$ cat src/rtl/core/slxfp_pkg.sv
// Shared types and constants for the sync/length/XOR frame parser.
`timescale 1ns / 1ps

package slxfp_pkg;

  localparam logic [7:0] SYNC_FIRST  = 8'hAA;
  localparam logic [7:0] SYNC_SECOND = 8'h55;

  localparam int unsigned QUEUE_DEPTH_DEFAULT = 2;
  localparam logic [7:0]  MAX_LEN_RESET       = 8'd255;

  // item kinds
  localparam logic KIND_PAYLOAD = 1'b0;
  localparam logic KIND_STATUS  = 1'b1;

  // frame status codes
  localparam logic [1:0] STATUS_OK        = 2'd0;
  localparam logic [1:0] STATUS_BAD_CHK   = 2'd1;
  localparam logic [1:0] STATUS_TOO_LARGE = 2'd2;

  // output tdata layout
  localparam int unsigned OUT_TDATA_W = 24;

  typedef struct packed {
    logic       kind;
    logic [7:0] data;
    logic       chk_ok;
    logic [7:0] len;
  } entry_t;

endpackage

$ cat src/rtl/core/slxfp_front.sv
// Front end: sync hunt, length capture, running XOR, word classification.
`timescale 1ns / 1ps

module slxfp_front
  import slxfp_pkg::*;
(
  input  logic       clk,
  input  logic       rst,
  input  logic       in_valid,
  input  logic [7:0] in_byte,
  input  logic       q_full,
  output logic       in_ready,
  output logic       push,
  output entry_t     push_entry
);

  localparam logic [2:0] PH_HUNT  = 3'd0;
  localparam logic [2:0] PH_SYNC2 = 3'd1;
  localparam logic [2:0] PH_LEN   = 3'd2;
  localparam logic [2:0] PH_DATA  = 3'd3;
  localparam logic [2:0] PH_CHECK = 3'd4;

  logic [2:0] phase, phase_next;
  logic [7:0] exp_len, exp_len_next;
  logic [7:0] count, count_next;
  logic [7:0] run_xor, run_xor_next;
  logic       accept;
  logic [7:0] count_inc;

  assign in_ready  = !q_full;
  assign accept    = in_valid && in_ready;
  assign count_inc = count + 8'd1;

  always_comb begin
    phase_next   = phase;
    exp_len_next = exp_len;
    count_next   = count;
    run_xor_next = run_xor;
    push         = 1'b0;
    push_entry   = '0;
    if (accept) begin
      unique case (phase)
        PH_SYNC2: begin
          if (in_byte == SYNC_SECOND) begin
            run_xor_next = SYNC_FIRST ^ SYNC_SECOND;
            phase_next   = PH_LEN;
          end else if (in_byte != SYNC_FIRST) begin
            phase_next = PH_HUNT;
          end
        end
        PH_LEN: begin
          exp_len_next = in_byte;
          count_next   = 8'd0;
          run_xor_next = run_xor ^ in_byte;
          phase_next   = (in_byte == 8'd0) ? PH_CHECK : PH_DATA;
        end
        PH_DATA: begin
          run_xor_next    = run_xor ^ in_byte;
          count_next      = count_inc;
          if (count_inc == exp_len) phase_next = PH_CHECK;
          push            = 1'b1;
          push_entry.kind = KIND_PAYLOAD;
          push_entry.data = in_byte;
        end
        PH_CHECK: begin
          push              = 1'b1;
          push_entry.kind   = KIND_STATUS;
          push_entry.chk_ok = (in_byte == run_xor);
          push_entry.len    = exp_len;
          phase_next        = PH_HUNT;
        end
        default: begin
          phase_next = (in_byte == SYNC_FIRST) ? PH_SYNC2 : PH_HUNT;
        end
      endcase
    end
  end

  always_ff @(posedge clk) begin
    if (rst) begin
      phase   <= PH_HUNT;
      exp_len <= 8'd0;
      count   <= 8'd0;
      run_xor <= 8'd0;
    end else begin
      phase   <= phase_next;
      exp_len <= exp_len_next;
      count   <= count_next;
      run_xor <= run_xor_next;
    end
  end

endmodule

$ cat src/rtl/core/slxfp_queue.sv
// Short FIFO of classified words between front and back end.
`timescale 1ns / 1ps

module slxfp_queue
  import slxfp_pkg::*;
#(
  parameter int unsigned DEPTH = QUEUE_DEPTH_DEFAULT
) (
  input  logic   clk,
  input  logic   rst,
  input  logic   push,
  input  entry_t push_entry,
  input  logic   pop,
  output logic   full,
  output logic   empty,
  output entry_t head
);

  localparam int unsigned PTR_W = (DEPTH > 1) ? $clog2(DEPTH) : 1;
  localparam int unsigned CNT_W = $clog2(DEPTH + 1);
  localparam logic [PTR_W-1:0] LAST = PTR_W'(DEPTH - 1);
  localparam logic [CNT_W-1:0] FULL_CNT = CNT_W'(DEPTH);

  entry_t            slots [DEPTH];
  logic [PTR_W-1:0]  wr_ptr, rd_ptr;
  logic [CNT_W-1:0]  fill;
  logic              do_push, do_pop;

  assign full    = (fill == FULL_CNT);
  assign empty   = (fill == '0);
  assign do_push = push && !full;
  assign do_pop  = pop && !empty;
  assign head    = slots[rd_ptr];

  always_ff @(posedge clk) begin
    if (do_push) slots[wr_ptr] <= push_entry;
  end

  always_ff @(posedge clk) begin
    if (rst) begin
      wr_ptr <= '0;
      rd_ptr <= '0;
      fill   <= '0;
    end else begin
      if (do_push) wr_ptr <= (wr_ptr == LAST) ? '0 : wr_ptr + PTR_W'(1);
      if (do_pop)  rd_ptr <= (rd_ptr == LAST) ? '0 : rd_ptr + PTR_W'(1);
      if (do_push && !do_pop)      fill <= fill + CNT_W'(1);
      else if (do_pop && !do_push) fill <= fill - CNT_W'(1);
    end
  end

endmodule

$ cat src/rtl/core/slxfp_back.sv
// Back end: status decision from the checksum result and the length limit, output register.
`timescale 1ns / 1ps

module slxfp_back
  import slxfp_pkg::*;
(
  input  logic                   clk,
  input  logic                   rst,
  input  logic                   cfg_wr_en,
  input  logic [7:0]             cfg_wr_data,
  input  logic                   q_empty,
  input  entry_t                 q_head,
  output logic                   q_pop,
  output logic                   out_valid,
  input  logic                   out_ready,
  output logic                   out_kind,
  output logic [OUT_TDATA_W-1:0] out_data
);

  logic [7:0] max_len;
  logic [1:0] status;
  logic       load;

  assign load  = !q_empty && (!out_valid || out_ready);
  assign q_pop = load;

  always_comb begin
    status = STATUS_OK;
    if (q_head.kind == KIND_STATUS) begin
      if (!q_head.chk_ok)             status = STATUS_BAD_CHK;
      else if (q_head.len > max_len)  status = STATUS_TOO_LARGE;
    end
  end

  always_ff @(posedge clk) begin
    if (rst) begin
      max_len <= MAX_LEN_RESET;
    end else if (cfg_wr_en) begin
      max_len <= cfg_wr_data;
    end
  end

  always_ff @(posedge clk) begin
    if (rst) begin
      out_valid <= 1'b0;
    end else if (load) begin
      out_valid <= 1'b1;
    end else if (out_ready) begin
      out_valid <= 1'b0;
    end
  end

  always_ff @(posedge clk) begin
    if (load) begin
      out_kind <= q_head.kind;
      out_data <= {6'd0, q_head.len, status, q_head.data};
    end
  end

endmodule

$ cat src/rtl/core/sync_length_xor_frame_parser.sv
// Top level of the sync/length/XOR frame parser.
//
//  channel   dir  handshake            contents
//  s_axis    in   s_tvalid/s_tready    rx byte in tdata[7:0]
//  m_axis    out  m_tvalid/m_tready    payload word or end-of-frame status
//  cfg       in   cfg_wr_en            max_payload_len
//
// One byte accepted per cycle while the word FIFO has room; a data or check byte's
// word is written into the FIFO at the accepting edge, then loaded into the output register.
// The front end stalls only when the word FIFO is full; the back end
// drains it into the output register whenever that register is free.
// Reset (rst, synchronous) returns to sync hunting, clears the FIFO and
// sets the length limit to 255.
`timescale 1ns / 1ps

module sync_length_xor_frame_parser
  import slxfp_pkg::*;
#(
  parameter int unsigned QUEUE_DEPTH = QUEUE_DEPTH_DEFAULT
) (
  input  logic                   clk,
  input  logic                   rst,
  input  logic                   s_tvalid,
  output logic                   s_tready,
  input  logic [7:0]             s_tdata,   // rx_byte
  output logic                   m_tvalid,
  input  logic                   m_tready,
  output logic [OUT_TDATA_W-1:0] m_tdata,   // payload_byte, frame_status, frame_length
  output logic                   m_tuser,   // item_kind
  input  logic                   cfg_wr_en,
  input  logic [7:0]             cfg_wr_data
);

  logic   push, q_full, q_empty, q_pop;
  entry_t push_entry, q_head;

  slxfp_front u_front (
    .clk        (clk),
    .rst        (rst),
    .in_valid   (s_tvalid),
    .in_byte    (s_tdata),
    .q_full     (q_full),
    .in_ready   (s_tready),
    .push       (push),
    .push_entry (push_entry)
  );

  slxfp_queue #(.DEPTH(QUEUE_DEPTH)) u_queue (
    .clk        (clk),
    .rst        (rst),
    .push       (push),
    .push_entry (push_entry),
    .pop        (q_pop),
    .full       (q_full),
    .empty      (q_empty),
    .head       (q_head)
  );

  slxfp_back u_back (
    .clk         (clk),
    .rst         (rst),
    .cfg_wr_en   (cfg_wr_en),
    .cfg_wr_data (cfg_wr_data),
    .q_empty     (q_empty),
    .q_head      (q_head),
    .q_pop       (q_pop),
    .out_valid   (m_tvalid),
    .out_ready   (m_tready),
    .out_kind    (m_tuser),
    .out_data    (m_tdata)
  );

endmodule

$ cat config.mk
export PLATFORM = sky130hd
export DESIGN_NAME = sync_length_xor_frame_parser
export DESIGN_NICKNAME = d
export VERILOG_FILES = /design/src/rtl/core/slxfp_pkg.sv /design/src/rtl/core/slxfp_front.sv /design/src/rtl/core/slxfp_queue.sv /design/src/rtl/core/slxfp_back.sv /design/src/rtl/core/sync_length_xor_frame_parser.sv
export SDC_FILE = /design/constraint.sdc
export NUM_CORES = 1
export LEC_CHECK = 0
export BUFFER_PORTS_ARGS = -buffer_cell sky130_fd_sc_hd__buf_4
export CORE_UTILIZATION = 30
export DETAILED_ROUTE_END_ITERATION = 8
export PLACE_DENSITY = 0.48
export SYNTH_ARGS = -nofsm -noshare
export SYNTH_HDL_FRONTEND = slang
export SYNTH_SLANG_ARGS = --single-unit
$ cat constraint.sdc
create_clock -name clk -period 2.9 [get_ports clk]
set_input_delay 0 -clock clk [delete_from_list [all_inputs] [get_ports clk]]
set_output_delay 0 -clock clk [all_outputs]
set_load 0.01 [all_outputs]
Word-level counts from Yosys, hierarchy flattened
Memories as Yosys holds them, arrays and structs flattened. A register that Yosys moved wholly into a read port is not among the register bits. Cells that the tools add are included.

Register bits: 59. Bits in writable memories: 36. Bits of input ports: 21. Output and inout port bits: 27. Logic and storage cells: 86. Memories: 1.

$add $sub $neg: 5. Magnitude comparators: 1. Eq/ne operators: 13. Multiplexer cells: 27. Bitwise operators: 1. Reduce and logical (&&, ||, !) cells: 25.

Memory list: u_queue.slots (words 2, width 18, read ports 1, clocked after memory_dff 1, write ports 1, line slxfp_queue.sv:24) `entry_t slots [DEPTH];`.

Operators by type and width (count): $pmux W8 S2 (2); $mux W18 (1); $eq A8 B8 Y1 (2); $mux W8 (2); $mux W1 (13); $mux W3 (4); $pmux W3 S4 (1); $mux W9 (1); $add A8 B1 Y8 const B (1); $eq A8 B7 Y1 const B (1); $eq A8 B8 Y1 const B (1); $gt A8 B8 Y1 (1); $logic_not A8 Y1 (1); $ne A8 B8 Y1 const B (1); $reduce_bool A2 Y1 (4); $xor A8 B8 Y8 (1); $eq A3 B2 Y1 const B (2); $logic_and A1 B1 Y1 (6); $mux W2 (3); $reduce_and A2 Y1 (3); $reduce_and A3 Y1 (2); $logic_not A1 Y1 (5); $ne A2 B1 Y1 const B (2); $reduce_or A2 Y1 (2); other kinds (9) (10).

Depth between registers and ports, before layout
Gate-level depths: netlist (run 1).

Depth after elaboration: 9. Gate-level depth with buffers: 9.

By module
A second synthesis (run 1) with hierarchy kept.

Cells, all modules: 388. Area, all modules: 4341.7 um2.

Modules (own cells, without submodules): slxfp_front (instances 1, cells an instance 221, area an instance 1690.4 um2, sequential area each 540.5 um2); slxfp_queue (instances 1, cells an instance 81, area an instance 1514.0 um2, sequential area each 1181.1 um2); slxfp_back (instances 1, cells an instance 86, area an instance 1137.3 um2, sequential area each 750.7 um2).

Worst setup path after synthesis (run 1)
Ideal clock, no wire load.

Path type: reg2reg. Start point: register with a tool-made name. End point: register u_back.out_data[9] (data pin). Library setup time: 0.207 ns. Arrival time: 2.354 ns. Data required time: 2.693 ns. Slack: 0.339 ns. Cell stages (with the launch flop): 10. Path buffers: 2. Cells stage by stage: dfxtp_1 -> clkbuf_1 -> buf_1 -> mux2_2 -> ha_1 -> nand3_1 -> o22ai_1 -> o21a_1 -> o21bai_1 -> a2111oi_0.

RTL lines: end signal, assigned (line slxfp_back.sv:56) `out_data <= {6'd0, q_head.len, status, q_head.data};`; end, declared (line slxfp_back.sv:17) `output logic [OUT_TDATA_W-1:0] out_data`.

Final worst setup path (run 1)
Start point: register u_front.phase[0]. End point: register u_queue.fill[1].

Cells in the longest elaborated chain, start to end: 8. Elaborated cells between the ends (all ways): 11. Those cells by class: eq/ne (2); mux (3); reduce/logical (6).

RTL lines: start, declared (line slxfp_front.sv:23) `logic [2:0] phase, phase_next;`; start signal, assigned (line slxfp_front.sv:86) `phase <= phase_next;`; $eq A3 B2 Y1 / $eq A3 B3 Y1 (equally long branches) (line slxfp_front.sv:42) `unique case (phase)`; $reduce_or A2 Y1 (no source line) (*); $mux W1 (*) (line slxfp_front.sv:42); $mux W1 (*) (line slxfp_front.sv:41) `if (accept) begin`; $logic_and A1 B1 Y1 (*) (line slxfp_queue.sv:31) `assign do_push = push && !full;`; named net u_queue.do_push (line slxfp_queue.sv:27) `logic do_push, do_pop;`; $logic_not A1 Y1 (line slxfp_queue.sv:48) `else if (do_pop && !do_push) fill <= fill - CNT_W'(1);`; $logic_and A1 B1 Y1 (line slxfp_queue.sv:48); $reduce_bool A2 Y1 (no source line); end signal, assigned (line slxfp_queue.sv:47) `if (do_push && !do_pop) fill <= fill + CNT_W'(1);`; end signal, assigned (line slxfp_queue.sv:48); end, declared (line slxfp_queue.sv:26) `logic [CNT_W-1:0] fill;`.

The timed path passes the listed nets; every way through them passes the cells marked *. A chain may end at the register's enable or synchronous reset.

==> results of run 1 <==
==> final cells by class <==
| class | count | area share [%] |
|---|---|---|
| clock buffers | 14 | 4.92 |
| clock inverters | 2 | 0.723 |
| inverters | 13 | 0.910 |
| multi-input cells | 237 | 31.6 |
| flip-flops and latches | 96 | 46.1 |
| well taps | 180 | 4.20 |
| repair buffers | 73 | 11.6 |
==> where the power goes <==
| part | switching [W] | internal (W) |
|---|---|---|
| clock network | 0.000490 | 0.000719 |
| registers | 0.0000975 | 0.00165 |
| logic | 0.000442 | 0.000405 |
| total | 0.00103 | 0.00278 |
==> worst max-delay path by stage <==
stage	startpoint	endpoint	slack, ns	cells after the start
floorplan	register	u_back.out_data[9]	0.34	9
global placement	register	u_back.out_data[9]	0.68	7
detailed placement	u_front.phase[0]	u_queue.fill[1]	0.68	6
CTS	u_front.phase[0]	u_queue.fill[1]	0.65	6
global route	register	u_back.out_data[9]	0.46	7
finish	u_front.phase[0]	u_queue.fill[1]	0.66	6
==> cells in the mapped netlist (all sizes together), types with 10 or more instances <==
cell type  number  area (um^2)
and2           18          114
a311oi         10         87.6
buf            12         92.6
clkbuf         10         71.3
nand2b         11         68.8
a21oi          22          110
ha             10          125
nor2           25          101
inv            13         48.8
nand2          14         52.6
mux2           15          169
dfxtp          41          821
xnor2          15          131
mux2i          12          120
edfxtp         55         1650
==> metal layers <==
metal / wire length [um] / share of wire (%) / vias to the layer above / GRT usage, %
li1: - / - / 1443 / -
met1: 4320 / 48 / 1402 / 16.5
met2: 4250 / 47 / 47 / 20.8
met3: 330 / 3.7 / 7 / 3.62
met4: 105 / 1.2 / 0 / 4.34
met5: 0 / 0 / - / 0
==> flip-flops by register name, indices dropped and copies added, names as in the netlist, named ones only <==
signal and count:
u_queue.fill 2, u_front.exp_len 8, u_front.phase 3, u_front.count 8, u_queue.wr_ptr 1, u_back.out_data 18, u_back.max_len 8, u_front.run_xor 8
u_back.out_valid 1, u_queue.rd_ptr 1, u_back.out_kind 1, u_queue.slots 36
==> per-stage QoR <==
stage | setup slack [ns] | util, % | hold slack, ns | cells
floorplan | 0.339 | - | 0.107 | 368
global placement | 0.675 | 34.0 | 0.218 | 570
detailed placement | 0.677 | 34.0 | 0.225 | 570
CTS | 0.654 | 38.2 | 0.00107 | 615
global route | 0.458 | 38.2 | 0.0505 | 615
finish | 0.657 | 38.2 | 0.0169 | 615
==> worst reg2reg max path, cell delays in order (launching register included) <==
cell	delay [ns]
dfxtp_1	0.48
and3b_1	0.32
nand3_1	0.35
nand2_1	0.23
ha_1	0.28
or3_1	0.37
a21oi_1	0.14
==> cell families (layout without fill, tap and decap cells) <==
logic type               after synthesis  count (layout)  share of synthesized area, %
AO/OA/AOI/OAI                         64              64                          10.1
XOR/XNOR                              24              24                          4.82
adder cells (fa/ha/maj)               10              10                          2.87
buffers and inverters                 35             102                          4.88
flip-flops                            96              96                          56.7
multiplexers                          27              27                          6.63
other                                  1               6                        0.0860
AND/OR/NAND/NOR                      106             106                          13.9
==> layout by cell type, fill, tap and decap left out, types with 3 or more instances in the layout <==
cell / netlist / layout
nor4_1: 3 / 3
nor2_1: 24 / 24
a31oi_1: 3 / 3
nand3_1: 7 / 7
mux2_2: 15 / 15
o21ai_0: 6 / 6
mux2i_1: 12 / 12
a211oi_1: 3 / 3
nand2_1: 14 / 14
a21oi_1: 22 / 22
a21o_1: 3 / 3
nor2b_1: 3 / 3
dfxtp_1: 41 / 41
ha_1: 10 / 10
inv_1: 13 / 13
nand4_1: 3 / 3
clkbuf_16: 0 / 9
nor3_1: 5 / 5
a311oi_1: 10 / 10
dlygate4sd3_1: 0 / 29
xnor2_1: 15 / 15
conb_1: 1 / 6
edfxtp_1: 55 / 55
clkbuf_1: 6 / 3
o211ai_1: 7 / 7
buf_4: 6 / 44
xor2_1: 9 / 9
and2_1: 17 / 17
nand2b_1: 11 / 11
==> impl_results.rst, run 1 <==
.. list-table::
   :header-rows: 1

   * - Metric
     - Value
   * - Synthesis Warnings
     - 0
   * - Peak supply drop
     - 0.297 mV
   * - Average size of a mapped cell
     - 12.0 um^2
   * - Final setup vio count
     - 0
   * - RSZ-0062 raised after global routing
     - no
   * - Area used by multi-input combinational logic
     - ~1700 um^2
   * - Wirelength per Cell
     - between 10 and 15 um
   * - Min Clock Period, post-route
     - approximately 2.2 ns
   * - Worst Hold Launch
     - s_tvalid
   * - Quantity of I/O buffers inserted on ports
     - 41
   * - Static leakage
     - ~2 nW
   * - # H-tree levels
     - 3
   * - R2r worst-path depth
     - 6
   * - Endpoint kind of the worst setup timing path
     - register
   * - Drt total wl
     - ~9.0 mm
   * - Overall fraction of global-route tracks in use
     - between 10% and 20%
   * - Synthesized instance count
     - 363
   * - Kind of cell adding the most delay to the critical path
     - simple AND/OR/NAND/NOR gates
   * - DIE WIDTH
     - 123 um
   * - Total power per unit cell area
     - around 710 nW/um^2
   * - Portion of the post-synthesis area used by sequential elements
     - 56.7%
   * - Sink of the worst hold path
     - u_front.phase[0]
   * - TritonCTS Buffers
     - 9
   * - Area of placed instances
     - about 4800 um^2
   * - Die boundary height
     - approximately 120 um
   * - Critical-path cell list
     - and3b_1 -> nand3_1 -> nand2_1 -> ha_1 -> or3_1 -> a21oi_1
   * - Cell chosen for the clock root
     - clkbuf_16
   * - Measured slew at the worst slew-check pin
     - around 0.83 ns
   * - Synth-to-Final Area Change
     - 23.0%
   * - Post-route total power
     - 0.00381 W
   * - Startpoint of the worst-slack reg-to-reg timing path
     - u_front.phase[0]
   * - Final-layout setup total negative slack
     - 0 ns
   * - CTS max path bufs
     - 2
   * - Total of flip-flops plus latches after synthesis
     - 96
   * - Headroom to the max-slew limit
     - between 40 and 50%
   * - Global-route wire length before repair
     - roughly 14 mm
   * - Post-synth EDFFs
     - between 50 and 60
   * - Die area
     - 15000 um^2
   * - Result of the run
     - complete, no violations
   * - Number of distinct library cells after synthesis
     - 54
   * - CTS sink cnt
     - 96
   * - Layout Skew
     - about 0.0060 ns
   * - Number of remaining DRC errors
     - 0
   * - Count of maximum capacitance violations
     - 0
   * - Core region area
     - between 10000 and 15000 um^2
   * - Final-report hold violation count
     - 0
   * - Layout cells sized above 1
     - 18.6%
   * - CTS tree
     - built
   * - Number of antenna violations at the first check in global routing
     - 0
   * - Req. time, crit path
     - between 3 and 4 ns
   * - Setup slack, reg-to-reg
     - between 0.6 and 0.7 ns
   * - Pin count of the biggest net entering global routing
     - 36
   * - Number of post-CTS setup repair buffers
     - 0
   * - Clock insertion delay at the later pin of the skew report
     - 0.34 ns
   * - CTS clock-pin slew for the worst setup and hold paths
     - about 0.060 ns
   * - Most used DFF post-synth
     - edfxtp_1
   * - Via-per-instance ratio
     - between 4 and 5
   * - Destination of the worst register-to-register timing path
     - u_queue.fill[1]
   * - Path type of the worst min-delay path
     - in -> reg
   * - Max Fclk
     - between 400 and 500 MHz
   * - Endpoint arrival time on the critical path
     - 2.51 ns
   * - Number of pins exceeding their max-slew limit in the final report
     - 0
   * - Via count of the first global-routing pass
     - approximately 2800
   * - Crit Path Category
     - reg -> reg
   * - Number of stages on the worst hold path
     - 3
   * - Number of ports placed on the die boundary
     - 48
   * - First-pass DRT Iterations
     - 4
   * - Initial drt markers
     - 206
   * - Detailed Place HPWL
     - roughly 6.0 mm
   * - Post-route clock period utilization
     - just under 80%
   * - Cts-stage hold buffer count
     - 29
   * - Post-DRT Antenna Nets
     - 0
   * - Aggregate global routing overflow
     - 0
   * - Critical path buffer and inverter count
     - 0
   * - Register Area
     - 2470 um^2
   * - Biggest cell delay along the critical path
     - between 0.4 and 0.5 ns
   * - Initial core utilization
     - about 31%
   * - Maximum fanout along the worst path
     - 11
   * - Non-Filler Cell Area, Final
     - 5360 um^2
   * - Number of diodes added for antenna fixing
     - 0
   * - Post-synthesis instance area
     - ~4400 um^2
   * - Filler Cell Count
     - roughly 1400
   * - Vias
     - about 2900
   * - Slowest library cell on the worst path
     - dfxtp_1
   * - Final weighted congestion of routability-driven global placement
     - 0.709
   * - Cells resized by post-CTS repair
     - 0
   * - Fraction of synthesis flops using an asynchronous set or reset pin
     - 0%
   * - CP Launch Type
     - register
   * - Std-Cell Rows
     - between 40 and 50
   * - Number of nets in the layout
     - around 460
No activity file was read; power rests on OpenSTA's default activity.
==> inputs of run 2 (changes only) <==
==> constraint.sdc (replaced) <==
create_clock -name clk -period 2.1 [get_ports clk]
set_input_delay 0 -clock clk [delete_from_list [all_inputs] [get_ports clk]]
set_output_delay 0 -clock clk [all_outputs]
set_load 0.01 [all_outputs]
==> run 2 against run 1 <==
Compared with the run above: combinational power grew 69%; critical endpoint is now u_back.out_data[9]; non-clock buffer count increased by 11; highest routed layer unchanged; critical path depth grew 1; clock power is 25% higher; via count up 0.59%; first-iteration DRC count decreased by 18%; global-route usage rose by 0.26 points; routed wire length grew 3.5%; clock skew is 0.00061 ns lower; final cell count up 1.8%; sequential share of layout area fell by 1.2 points.
==> impl_results.rst, run 2 (synthesized netlist as in run 1, its figures left out) <==
.. list-table::
   :header-rows: 1

   * - Metric
     - Value
   * - Clock insertion delay at the later pin of the skew report
     - around 0.33 ns
   * - Setup slack, reg-to-reg
     - 0.13 ns
   * - Drt total wl
     - roughly 9.3 mm
   * - Final setup vio count
     - 0
   * - Crit Path Category
     - reg -> reg
   * - Layout cells sized above 1
     - a little under a quarter
   * - CP Launch Type
     - register
   * - Final weighted congestion of routability-driven global placement
     - roughly 0.78
   * - Die area
     - approximately 15000 um^2
   * - Peak supply drop
     - ~0.36 mV
   * - First-pass DRT Iterations
     - 5
   * - CTS clock-pin slew for the worst setup and hold paths
     - 0.07 ns
   * - Number of remaining DRC errors
     - 0
   * - Std-Cell Rows
     - 43
   * - Via-per-instance ratio
     - between 4 and 5
   * - Initial drt markers
     - 168
   * - Vias
     - 2916
   * - Via count of the first global-routing pass
     - between 2000 and 3000
   * - Initial core utilization
     - ~31%
   * - Register name with the most flops
     - u_queue.slots
   * - Final-report hold violation count
     - 0
   * - Highest-count cells in the layout ignoring fill and taps
     - 55 x buf_4, 55 x edfxtp_1, 40 x dfxtp_1
   * - Min Clock Period, post-route
     - 1.97 ns
   * - Non-Filler Cell Area, Final
     - roughly 5500 um^2
   * - Core region area
     - approximately 14000 um^2
   * - Static leakage
     - 2.08 nW
   * - Synth-to-Final Area Change
     - 26.6%
   * - Final-layout setup total negative slack
     - 0 ns
   * - Area of placed instances
     - around 4900 um^2
   * - # H-tree levels
     - 3
   * - Number of flip-flops in the largest register
     - 36
   * - Post-DRT Antenna Nets
     - 0
   * - TritonCTS Buffers
     - 9
   * - Quantity of I/O buffers inserted on ports
     - 41
   * - Pin count of the biggest net entering global routing
     - 36
   * - Count of maximum capacitance violations
     - 0
   * - CTS tree
     - built
   * - Max Fclk
     - ~500 MHz
   * - Leading registers by flop count
     - u_queue.slots x36, u_back.out_data x18
   * - Req. time, crit path
     - about 2.3 ns
   * - DIE WIDTH
     - around 120 um
   * - Path type of the worst min-delay path
     - in -> reg
   * - Maximum fanout along the worst path
     - 4
   * - CTS sink cnt
     - 96
   * - Post-route clock period utilization
     - 94.0%
   * - Cell chosen for the clock root
     - clkbuf_16
   * - Detailed Place HPWL
     - roughly 6.3 mm
   * - Layout Skew
     - 0.00541 ns
   * - Endpoint arrival time on the critical path
     - 2.12 ns
   * - CTS max path bufs
     - 2
   * - Total power per unit cell area
     - ~970 nW/um^2
   * - Aggregate global routing overflow
     - 0
   * - Number of ports placed on the die boundary
     - 48
   * - Post-route total power
     - roughly 0.0053 W
   * - Overall fraction of global-route tracks in use
     - 13.2%
   * - Final core area utilization
     - between 30% and 40%
   * - Number of diodes added for antenna fixing
     - 0
   * - Result of the run
     - complete, no violations
   * - Die boundary height
     - between 100 and 150 um
   * - Endpoint kind of the worst setup timing path
     - register
   * - Wirelength per Cell
     - 14.9 um
   * - Number of nets in the layout
     - approximately 470
   * - Number of antenna violations at the first check in global routing
     - 0
   * - Number of pins exceeding their max-slew limit in the final report
     - 0
   * - Global-route wire length before repair
     - between 10 and 15 mm
## run 2: area by class of cell
type	count	area, um^2
fill	1369	8520
sequential	96	2480
multi-input combinational	237	1770
timing repair buffer	84	728
clock buffer	10	229
tap	180	225
inverter	13	48.8
clock inverter	6	42.5
## run 2: metrics by stage
stage / worst slack, ns / instances / hold WS, ns
6_report: 0.127 / 626 / 0.0248
5_1_grt: -0.00472 / 626 / 0.0305
4_1_cts: 0.0578 / 626 / 0.000285
3_5_place_dp: 0.00719 / 584 / 0.219
3_3_place_gp: 0.0310 / 584 / 0.219
2_1_floorplan: -0.176 / 368 / 0.107
## run 2: metal layers
| layer | track usage, % | routed length, um | up-vias |
|---|---|---|---|
| li1 | - | - | 1462 |
| met1 | 17.6 | 4460 | 1402 |
| met2 | 21.1 | 4450 | 47 |
| met3 | 2.93 | 324 | 5 |
| met4 | 4.12 | 80 | 0 |
| met5 | 0 | 0 | - |
## run 2: where the power goes
| group | internal, W | switching (W) | leakage [nW] |
|---|---|---|---|
| sequential | 0.00228 | 0.000113 | 0.861 |
| clock | 0.000808 | 0.000706 | 0.131 |
| combinational | 0.000715 | 0.000718 | 1.08 |
## run 2: what timing repair did
item                       in CTS  in global routing
pin swaps                       0                  2
gates resized for setup         1                 14
hold endpoints to repair       23                  0
setup buffers                   0                  0
hold buffers                   26                  0
setup endpoints to repair       1                  1
## run 2: path summary, 6_finish.rpt
check	startpoint	endpoint	cells after the start
worst max-delay path	register	u_back.out_data[9]	7
worst min-delay path	s_tvalid	u_front.phase[0]	3
worst max register to register	register	u_back.out_data[9]	7
worst min register to register	u_front.run_xor[3]	u_front.run_xor[3]	1
## run 2: critical path, cell delays in order, from the launching register on
cell and delay (ns):
dfxtp_4 0.39, mux2_4 0.33, ha_4 0.27, nand3_2 0.08
o22ai_2 0.14, o21a_1 0.16, o21bai_1 0.08, a2111oi_2 0.34
==> inputs of run 3 (changes only) <==
==> constraint.sdc (replaced) <==
create_clock -name clk -period 2 [get_ports clk]
set_input_delay 0 -clock clk [delete_from_list [all_inputs] [get_ports clk]]
set_output_delay 0 -clock clk [all_outputs]
set_load 0.01 [all_outputs]
==> run 3 against run 2 <==
Compared with the run above: fmax grew 1.9%; design area grew 1.6%; register-to-register slack lost 0.06 ns; critical path depth is the same; flip-flop and latch count is the same; via count grew 1.2%; sequential share of layout area shrank 0.70 points; critical endpoint unchanged; final cell count grew 1.6%.
==> impl_results.rst, run 3 (synthesized netlist as in run 1, its figures left out) <==
.. list-table::
   :header-rows: 1

   * - Metric
     - Value
   * - Result of the run
     - complete, no violations
   * - Max Fclk
     - between 500 and 600 MHz
   * - Maximum fanout along the worst path
     - 4
   * - Die area
     - 15000 um^2
   * - Number of flip-flops in the largest register
     - 36
   * - Post-DRT Antenna Nets
     - 0
   * - Post-placement setup slack
     - -0.0675 ns
   * - Drt total wl
     - 9.80 mm
   * - DIE WIDTH
     - roughly 120 um
   * - Number of nets in the layout
     - 482
   * - Number of remaining DRC errors
     - 0
   * - Most common cell after layout, fill and taps aside
     - buf_4
   * - Area used by multi-input combinational logic
     - 1790 um^2
   * - CTS sink cnt
     - between 90 and 100
   * - Cell chosen for the clock root
     - clkbuf_16
   * - Number of antenna violations at the first check in global routing
     - 0
   * - Peak supply drop
     - 0.414 mV
   * - TritonCTS Buffers
     - 9
   * - Via-per-instance ratio
     - between 4 and 5
   * - Path type of the worst min-delay path
     - in -> reg
   * - Vias
     - between 2000 and 3000
   * - First-pass DRT Iterations
     - 4
   * - Register Area
     - 2480 um^2
   * - RSZ-0062 raised after global routing
     - yes
   * - Pin count of the biggest net entering global routing
     - 36
   * - Number of pins exceeding their max-slew limit in the final report
     - 0
   * - Via count of the first global-routing pass
     - 2944
   * - Quantity of I/O buffers inserted on ports
     - between 40 and 50
   * - CTS tree
     - built
   * - CP Launch Type
     - register
   * - Number of diodes added for antenna fixing
     - 0
   * - Area of placed instances
     - 4910 um^2
   * - Least setup slack across all paths after layout
     - 0.0625 ns
   * - Final weighted congestion of routability-driven global placement
     - 0.810
   * - Highest-count cells in the layout ignoring fill and taps
     - 60 x buf_4, 55 x edfxtp_1, 40 x dfxtp_1
   * - Global-route wire length before repair
     - ~15 mm
   * - Layout Skew
     - approximately 0.007 ns
   * - Die boundary height
     - approximately 120 um
   * - CTS max path bufs
     - 2
   * - CTS clock-pin slew for the worst setup and hold paths
     - around 0.07 ns
   * - Synth-to-Final Area Change
     - 28.6%
   * - Min Clock Period, post-route
     - ~1.9 ns
   * - Clock insertion delay at the later pin of the skew report
     - about 0.34 ns
   * - Non-Filler Cell Area, Final
     - 5610 um^2
   * - Detailed Place HPWL
     - around 6.4 mm
   * - Std-Cell Rows
     - 43
   * - Filler Cell Count
     - about 1400
   * - Overall fraction of global-route tracks in use
     - 14.0%
   * - Wirelength per Cell
     - around 15 um
   * - Leading registers by flop count
     - u_queue.slots x36, u_back.out_data x18
   * - Register name with the most flops
     - u_queue.slots
   * - Worst Hold Launch
     - s_tvalid
   * - Total power per unit cell area
     - around 1000 nW/um^2
   * - Aggregate global routing overflow
     - 0
   * - Final-report hold violation count
     - 0
   * - Final setup vio count
     - 0
   * - Initial drt markers
     - around 220
   * - Initial core utilization
     - between 30 and 40%
   * - Layout cells sized above 1
     - 23.5%
   * - Req. time, crit path
     - ~2.1 ns
   * - Static leakage
     - around 2.1 nW
   * - Endpoint kind of the worst setup timing path
     - register
   * - Number of ports placed on the die boundary
     - 48
   * - Count of maximum capacitance violations
     - 0
   * - Core region area
     - roughly 14000 um^2
   * - Crit Path Category
     - reg -> reg
   * - Endpoint arrival time on the critical path
     - 2.02 ns
   * - Post-route clock period utilization
     - between 90% and 100%
   * - # H-tree levels
     - 3
run 3: cell types whose count changed in the layout (fill, tap and decap cells not counted), moves of 2 or more:
cell,change
nand3_2,-2
dlygate4sd3_1,+6
clkbuf_1,+2
buf_4,+5
run 3: worst max-delay path: stages (launching register included):
cell and delay (ns):
dfxtp_4 0.39, mux2_4 0.33, ha_4 0.26, a21oi_1 0.21, o22ai_2 0.11, o21a_1 0.18
o21bai_1 0.12, a2111oi_1 0.08
run 3: repair_timing:
| item | in CTS | in global routing |
|---|---|---|
| gates resized for setup | 12 | 4 |
| pin swaps | 3 | 3 |
| hold buffers | 32 | 0 |
| cloned | 0 | 0 |
| setup endpoints to repair | 1 | 5 |
| hold endpoints to repair | 25 | 0 |
| setup buffers | 2 | 0 |
run 3: power by group:
part | switching [W] | internal, W | leakage (nW) | total, W
clock network | 0.000738 | 0.000848 | 0.125 | 0.00159
registers | 0.000118 | 0.00240 | 0.861 | 0.00251
logic | 0.000777 | 0.000802 | 1.12 | 0.00158
total | 0.00163 | 0.00405 | 2.10 | 0.00568
run 3: final timing paths:
| path | end | slack, ns | cells past startpoint |
|---|---|---|---|
| worst min-delay path | u_front.phase[0] | 0.02 | 3 |
| worst min register to register | u_front.run_xor[4] | 0.51 | 1 |
| worst max register to register | u_back.out_data[9] | 0.06 | 7 |
| worst max-delay path | u_back.out_data[9] | 0.06 | 7 |
run 3: cell type report:
class	instances	share of cell area (%)
Multi-Input combinational cell	237	31.8
Sequential cell	96	44.2
Inverter	13	0.870
Clock inverter	4	0.513
Clock buffer	12	4.22
Timing Repair Buffer	94	14.4
Tap cell	180	4.02
run 3: layer usage:
layer / track usage (%) / wire, um
met1: 18.1 / 4580
met2: 22.2 / 4760
met3: 4.23 / 332
met4: 4.88 / 123
met5: 0 / 0
run 3: per-stage QoR:
stage | hold WS, ns | utilization, % | total power [W] | cells | TNS, ns
2_1_floorplan | 0.107 | - | 0.00338 | 368 | -0.276
3_3_place_gp | 0.217 | 34.9 | 0.00394 | 586 | -0.0583
3_5_place_dp | 0.224 | 34.9 | 0.00395 | 586 | -0.0675
4_1_cts | 0.00683 | 39.7 | 0.00572 | 636 | -0.0129
5_1_grt | 0.00805 | 39.9 | 0.00601 | 636 | -0.0175
6_report | 0.0221 | 39.9 | 0.00568 | 636 | 0
